<file path="src/rtl/ehash_pkg.sv">
// Shared types, constants and hash helpers of the extendible hash table.
package ehash_pkg;

  localparam int BUCKET_LIMIT_DEF   = 25;
  localparam int SLOTS_PER_PAGE_DEF = 32;
  localparam int MAX_DEPTH_DEF      = 6;
  localparam int KEY_BYTES_DEF      = 8;

  localparam logic [31:0] HASH_SEED = 32'h238F13AF;
  localparam logic [31:0] HASH_MASK = 32'h7FFFFFFF;

  localparam logic [0:0] REQ_PUT = 1'b0;
  localparam logic [0:0] REQ_GET = 1'b1;

  localparam logic [2:0] ST_STORED  = 3'd0;
  localparam logic [2:0] ST_PRESENT = 3'd1;
  localparam logic [2:0] ST_HIT     = 3'd2;
  localparam logic [2:0] ST_MISS    = 3'd3;
  localparam logic [2:0] ST_NO_ROOM = 3'd4;

  typedef struct packed {
    logic [0:0]  req_type;
    logic [63:0] key_bytes;
    logic [3:0]  key_len;
    logic [63:0] put_value;
  } ehash_in_t;

  typedef struct packed {
    logic [2:0]  status;
    logic [63:0] read_value;
  } ehash_out_t;

  typedef enum logic [4:0] {
    OP_NONE,
    OP_LOAD,
    OP_DIR_RD,
    OP_DIR_RD2,
    OP_PG_RD,
    OP_PG_CAP,
    OP_DBL_RD,
    OP_DBL_WR,
    OP_GD_INC,
    OP_SPL_INIT,
    OP_SL_RD,
    OP_HASH_SLOT,
    OP_SPL_WR,
    OP_SPL_FIN1,
    OP_SPL_FIN2,
    OP_RD_RD,
    OP_RD_WR,
    OP_CMP,
    OP_FINISH
  } dp_op_t;

  typedef struct packed {
    logic hash_done;
    logic is_get;
    logic split_ok;
    logic ld_eq_gd;
    logic cnt_zero;
    logic dbl_last;
    logic spl_last;
    logic rd_last;
    logic cmp_hit;
    logic cmp_last;
    logic out_free;
  } dp_status_t;

  // Shift of byte i in the hash: (5*i) mod 24.
  function automatic logic [4:0] hash_shift(input logic [2:0] idx);
    logic [4:0] sh;
    unique case (idx)
      3'd0: sh = 5'd0;
      3'd1: sh = 5'd5;
      3'd2: sh = 5'd10;
      3'd3: sh = 5'd15;
      3'd4: sh = 5'd20;
      3'd5: sh = 5'd1;
      3'd6: sh = 5'd6;
      3'd7: sh = 5'd11;
      default: sh = 5'd0;
    endcase
    return sh;
  endfunction

endpackage

</file>
<file path="src/rtl/ehash_ctrl.sv">
// Controller state machine: sequences lookup, directory doubling and page split.
module ehash_ctrl import ehash_pkg::*; (
  input  logic       clk,
  input  logic       rst_n,
  input  logic       in_valid,
  output logic       in_ready,
  input  dp_status_t st,
  output dp_op_t     op
);

  typedef enum logic [4:0] {
    S_IDLE, S_HWAIT, S_PGRD, S_PGCAP, S_DECIDE,
    S_DBLRD, S_DBLWR, S_GDINC, S_SPINIT, S_SPRD, S_SPHS, S_SPHW,
    S_SPFIN1, S_SPFIN2, S_RDRD, S_RDWR, S_DIR2, S_FRD, S_FCMP, S_FIN
  } state_t;

  state_t state_r, state_nxt;
  logic   split_done_r;

  always_comb begin
    op        = OP_NONE;
    state_nxt = state_r;
    unique case (state_r)
      S_IDLE: if (in_valid) begin
        op        = OP_LOAD;
        state_nxt = S_HWAIT;
      end
      S_HWAIT: if (st.hash_done) begin
        op        = OP_DIR_RD;
        state_nxt = S_PGRD;
      end
      S_PGRD: begin
        op        = OP_PG_RD;
        state_nxt = S_PGCAP;
      end
      S_PGCAP: begin
        op        = OP_PG_CAP;
        state_nxt = S_DECIDE;
      end
      S_DECIDE: begin
        priority if (!st.is_get && !split_done_r && st.split_ok)
          state_nxt = st.ld_eq_gd ? S_DBLRD : S_SPINIT;
        else if (st.cnt_zero)
          state_nxt = S_FIN;
        else
          state_nxt = S_FRD;
      end
      S_DBLRD: begin
        op        = OP_DBL_RD;
        state_nxt = S_DBLWR;
      end
      S_DBLWR: begin
        op        = OP_DBL_WR;
        state_nxt = st.dbl_last ? S_GDINC : S_DBLRD;
      end
      S_GDINC: begin
        op        = OP_GD_INC;
        state_nxt = S_SPINIT;
      end
      S_SPINIT: begin
        op        = OP_SPL_INIT;
        state_nxt = S_SPRD;
      end
      S_SPRD: begin
        op        = OP_SL_RD;
        state_nxt = S_SPHS;
      end
      S_SPHS: begin
        op        = OP_HASH_SLOT;
        state_nxt = S_SPHW;
      end
      S_SPHW: if (st.hash_done) begin
        op        = OP_SPL_WR;
        state_nxt = st.spl_last ? S_SPFIN1 : S_SPRD;
      end
      S_SPFIN1: begin
        op        = OP_SPL_FIN1;
        state_nxt = S_SPFIN2;
      end
      S_SPFIN2: begin
        op        = OP_SPL_FIN2;
        state_nxt = S_RDRD;
      end
      S_RDRD: begin
        op        = OP_RD_RD;
        state_nxt = S_RDWR;
      end
      S_RDWR: begin
        op        = OP_RD_WR;
        state_nxt = st.rd_last ? S_DIR2 : S_RDRD;
      end
      S_DIR2: begin
        op        = OP_DIR_RD2;
        state_nxt = S_PGRD;
      end
      S_FRD: begin
        op        = OP_SL_RD;
        state_nxt = S_FCMP;
      end
      S_FCMP: begin
        op        = OP_CMP;
        state_nxt = (st.cmp_hit || st.cmp_last) ? S_FIN : S_FRD;
      end
      S_FIN: if (st.out_free) begin
        op        = OP_FINISH;
        state_nxt = S_IDLE;
      end
      default: state_nxt = S_IDLE;
    endcase
  end

  always_ff @(posedge clk) begin
    if (!rst_n) begin
      state_r      <= S_IDLE;
      split_done_r <= 1'b0;
    end else begin
      state_r <= state_nxt;
      if (state_r == S_IDLE)      split_done_r <= 1'b0;
      else if (state_r == S_DIR2) split_done_r <= 1'b1;
    end
  end

  assign in_ready = (state_r == S_IDLE);

endmodule

</file>
<file path="config.mk">
export PLATFORM = sky130hd
export DESIGN_NAME = ehash_ctrl
export DESIGN_NICKNAME = d
export VERILOG_FILES = /design/src/rtl/ehash_pkg.sv /design/src/rtl/ehash_ctrl.sv
export SDC_FILE = /design/constraint.sdc
export NUM_CORES = 1
export LEC_CHECK = 0
export ABC_AREA = 1
export BUFFER_PORTS_ARGS = -buffer_cell sky130_fd_sc_hd__buf_2
export CAP_MARGIN = 10
export CORE_UTILIZATION = 45
export CTS_CLUSTER_SIZE = 10
export DETAILED_ROUTE_END_ITERATION = 16
export GPL_ROUTABILITY_DRIVEN = 0
export PLACE_DENSITY = 0.71
export SLEW_MARGIN = 0
export SYNTH_ARGS = -nofsm -noshare
export SYNTH_HDL_FRONTEND = slang
export SYNTH_SLANG_ARGS = --single-unit
</file>
<file path="constraint.sdc">
create_clock -name clk -period 2.9 [get_ports clk]
set_clock_uncertainty 0.05 [all_clocks]
set_input_delay 0.435 -clock clk [delete_from_list [all_inputs] [get_ports clk]]
set_output_delay 0.435 -clock clk [all_outputs]
set_load 0.1 [all_outputs]
</file>
-- Word level (Yosys, flattened, before mapping)
Cells that the tools add are included.
- bitwise gates (word level): 1
- equal/unequal tests: 23
- reduce and logical (&&, ||, !) cells: 9
- multiplexer cells: 17
- operator list (cell ; number):
    $pmux 5 s20 ; 1
    $pmux 5 s18 ; 1
    $eq 5x4->1 const B ; 8
    $mux 5 ; 7
    $eq 5x3->1 const B ; 4
    $eq 5x5->1 const B ; 4
    $eq 5x2->1 const B ; 2
    $mux 2 ; 4
    $mux 4 ; 2
    $ne 2x2->1 const B ; 4
    $eq 5x1->1 const B ; 1
    $logic_not 5->1 ; 1
    $reduce_and 4->1 ; 1
    $reduce_or 2->1 ; 2
    $mux 3 ; 1
    $logic_and 1x1->1 ; 2
    $logic_not 1->1 ; 2
    $logic_or 1x1->1 ; 1
    $mux 1 ; 1
    $not 1->1 ; 1
- input bits: 14
- register bits: 6
- logic and storage cells: 52
- output and inout bits: 6

-- Longest topological paths before layout
- word-level depth: 5
- mapped depth: 9
- gate-level depth less buffers: 9

-- Least setup slack after synthesis
No wires, ideal clock.
- path kind: register to output
- from: reg state_r[0]
- to: out op[0]
- setup slack: 66 ps
- data required time: 2415 ps
- path buffers: 0
- arrival time: 2349 ps
- cell stages (with the launch flop): 8
- path through: dfxtp_1 nor2_4 inv_2 nor2_1 nand2_1 inv_1 nand2_1 o2111ai_1
- elaborated cells on any way between the ends: 21
- classes of those cells: eq/ne (18); mux (1); reduce/logical (2)
- RTL lines (element ; line ; text):
    from (decl) ; ehash_ctrl.sv:17 ; state_t state_r, state_nxt;
    from (signal assigned) ; ehash_ctrl.sv:117 ; state_r <= state_nxt;
    $logic_not 5->1 ; -- ;
    net in_ready ; ehash_ctrl.sv:6 ; output logic in_ready,
    $pmux 5 s18 ; ehash_ctrl.sv:23 ; unique case (state_r)
    to (decl) ; ehash_ctrl.sv:8 ; output dp_op_t op
The timed path passes the listed nets, and every way through them passes these cells.

-- Worst setup path in the final report
- from: reg state_r[1]
- to: out op[2]
- word-level cells in the longest chain between the ends: 3
- elaborated cells on any way between the ends: 21
- classes of those cells: eq/ne (18); mux (1); reduce/logical (2)
- ends and longest elaborated chain (element ; line):
    $eq 5x5->1 / $eq 5x4->1 (equally long branches) ; ehash_ctrl.sv:23
    $reduce_or 2->1 (no line) ; --
    $pmux 5 s18 * ; ehash_ctrl.sv:23
Mark *: on every way between the ends. The rest lies on a longest branch, timed or not.

==> metrics.cfg <==
[global_routing]
grt_pass1_wl_um=2990
overflow=0
grt_antenna_before_repair=0
grt_max_degree=12
grt_pass1_vias=723
groute.usage.overall_pct=26.6

[clocking]
cts-root-buf=clkbuf_4
clkTransAtPathRegs_ns=0.05
cts_resized=0
cts_tree=built
cts_max_level=1
cts_hold_buffers=0
clock_latency_ns=0.25
clock_sinks=6
numCtsBuffers=3
postCtsSetupBuffers=0
cts_buffer_depth=2

[drt]
vias_per_cell=5.71
detail-route-antenna-nets=0
wirelength_um=2030
route.detailed.drc=0
first_pass_iters=4
drtIter0Drc=54
via_count=897
wl_per_cell_um=12.9

[worst_setup_path]
worst-path-max-fanout=11
r2r_start=state_r[1]$_SDFFE_PN0P_
critPathCaptureType=primary output
reg2reg_setup_slack_ns=1.30
r2r_cells=8
cp.arrival_ns=1.97
critPathLaunchType=flip-flop
path_class=flip-flop to primary output
cp.required_ns=2.41
critical_path.startpoint=state_r[1]$_SDFFE_PN0P_
regToRegEndpoint=state_r[1]$_SDFFE_PN0P_

[layout]
stdcell_area_um2=818
nNetsFinal=158
synthToLayoutAreaGrowth_pct=19.1
n_antenna_cell=0
drive_gt1_share_pct=27.5
mostFrequentLayoutCells=27 x nand2_1, 19 x buf_2, 16 x nor2_1, 13 x inv_1
post-route-util_pct=59.9
final_cells=157
layout_commonest_cell=nand2_1

[synthesis]
syn_nets=135
postSynthAreaPerCell_um2=5.68
ys_ff_latch=6
synth_mux_area_share_pct=0
synth_top_area_share_pct=17.5
synth.top_cells.by_area=dfxtp_1 17%, nand2_1 15%, nor2_1 8.7%, a21oi_1 7.3%, nand3_1 7.3%
yosys.area.top_type=dfxtp_1
syn_inst=121
ys_warn_count=0
syn-cell-area_um2=687
yosysSeqAreaShare_pct=17.5
synthXorXnorAreaFrac_pct=0
synth-compound-area-share_pct=21.3
synth_cell_types=22
synth_top_family_by_area=simple AND/OR/NAND/NOR gates
synthAdderAreaFrac_pct=0
yosys.area_share.simple_pct=49.5

[pwr]
vdd_drop_max_v=0.000432
powerDensity_nw_per_um2=500
p_leak_nw=0.429
p_total_mw=0.409

[min_path]
hold_path_end=split_done_r$_SDFFE_PP0P_
hold_path.startpoint=split_done_r$_SDFFE_PP0P_
hp-class=flip-flop to flip-flop
holdPathStages=2

[sta]
setup_tns_ns=0
rsz0062_at_grt=no
timing.final.crit_share_pct=84.7
fmax_mhz=407
fin_crit_ns=2.46
tightest_slew_ns=0.485
slew_headroom_pct=67.9
setup_viol=0
hold_violations=0
drv_slew=0

[die]
die_w_um=41.1
start_util_pct=50.3
ioPinCount=20
fp.dieArea_um2=1690
die_h_um=41.1
row_count=13
core_area_um2=1370

[run]
max_cap_viol_count=0

[place]
io_buffers=19
placed_cells=154
dp_hpwl_um=1620
dpl_cell_area_um2=796

[run_status]
status=finished clean

## report_power, final
part | switching (mW) | internal [mW] | total, mW
clock | 0.0321 | 0.0469 | 0.0791
combinational | 0.174 | 0.0521 | 0.226
sequential | 0.0154 | 0.0885 | 0.104
total | 0.221 | 0.188 | 0.409
## flip-flops by register name (all words and copies together) (netlist names)
signal and flops:
state_r 5, split_done_r 1
## cell families (layout without fill, tap and decap cells)
| group | after synthesis | after routing |
|---|---|---|
| DFF | 6 | 6 |
| buffers and inverters | 21 | 42 |
| and+or+nand+nor | 70 | 70 |
| AOI/OAI and AO/OA | 24 | 24 |
## Yosys cell counts (all sizes together)
master / number
a211oi: 1
a21oi: 10
a31oi: 2
a41oi: 1
buf: 1
clkinv: 1
dfxtp: 6
inv: 19
nand2: 31
nand3: 11
nand3b: 3
nand4: 3
nor2: 22
o2111ai: 4
o21ai: 5
o21bai: 1
## worst max-delay path by stage
stage	slack, ns	cells past startpoint	end
global route	0.36	7	op[2]
detailed placement	0.72	7	op[2]
global placement	0.73	7	op[2]
floorplan	0.07	7	op[0]
finish	0.44	7	op[2]
CTS	0.46	7	op[2]
## critical path: stages, from the launching register on
cell	delay [ns]
dfxtp_1	0.59
nand2_2	0.14
inv_1	0.11
nand2_1	0.11
nor2_1	0.14
a21oi_1	0.09
o2111ai_1	0.09
buf_2	0.45
## per-layer routing
metal / track usage, % / wire [µm] / up-vias
li1: - / - / 453
met1: 33.1 / 869 / 391
met2: 47.7 / 975 / 50
met3: 3.26 / 167 / 3
met4: 5.83 / 16 / 0
met5: 0 / 0 / -
## final cells by class
cell class	instances	area, µm²
flip-flops and latches	6	120
inverters	20	75.1
repair buffers	19	95.1
clock buffers	3	22.5
well taps	15	18.8
multi-input cells	94	487
fillers	135	548
## metrics by stage
step                      setup slack, ns  hold slack (ns)
after global placement              0.735            0.404
after floorplan                    0.0661            0.389
after global routing                0.362            0.437
final                               0.445            0.411
after CTS                           0.462            0.412
after detailed placement            0.721            0.400
Note: power is estimated with default switching activity, not from simulation.
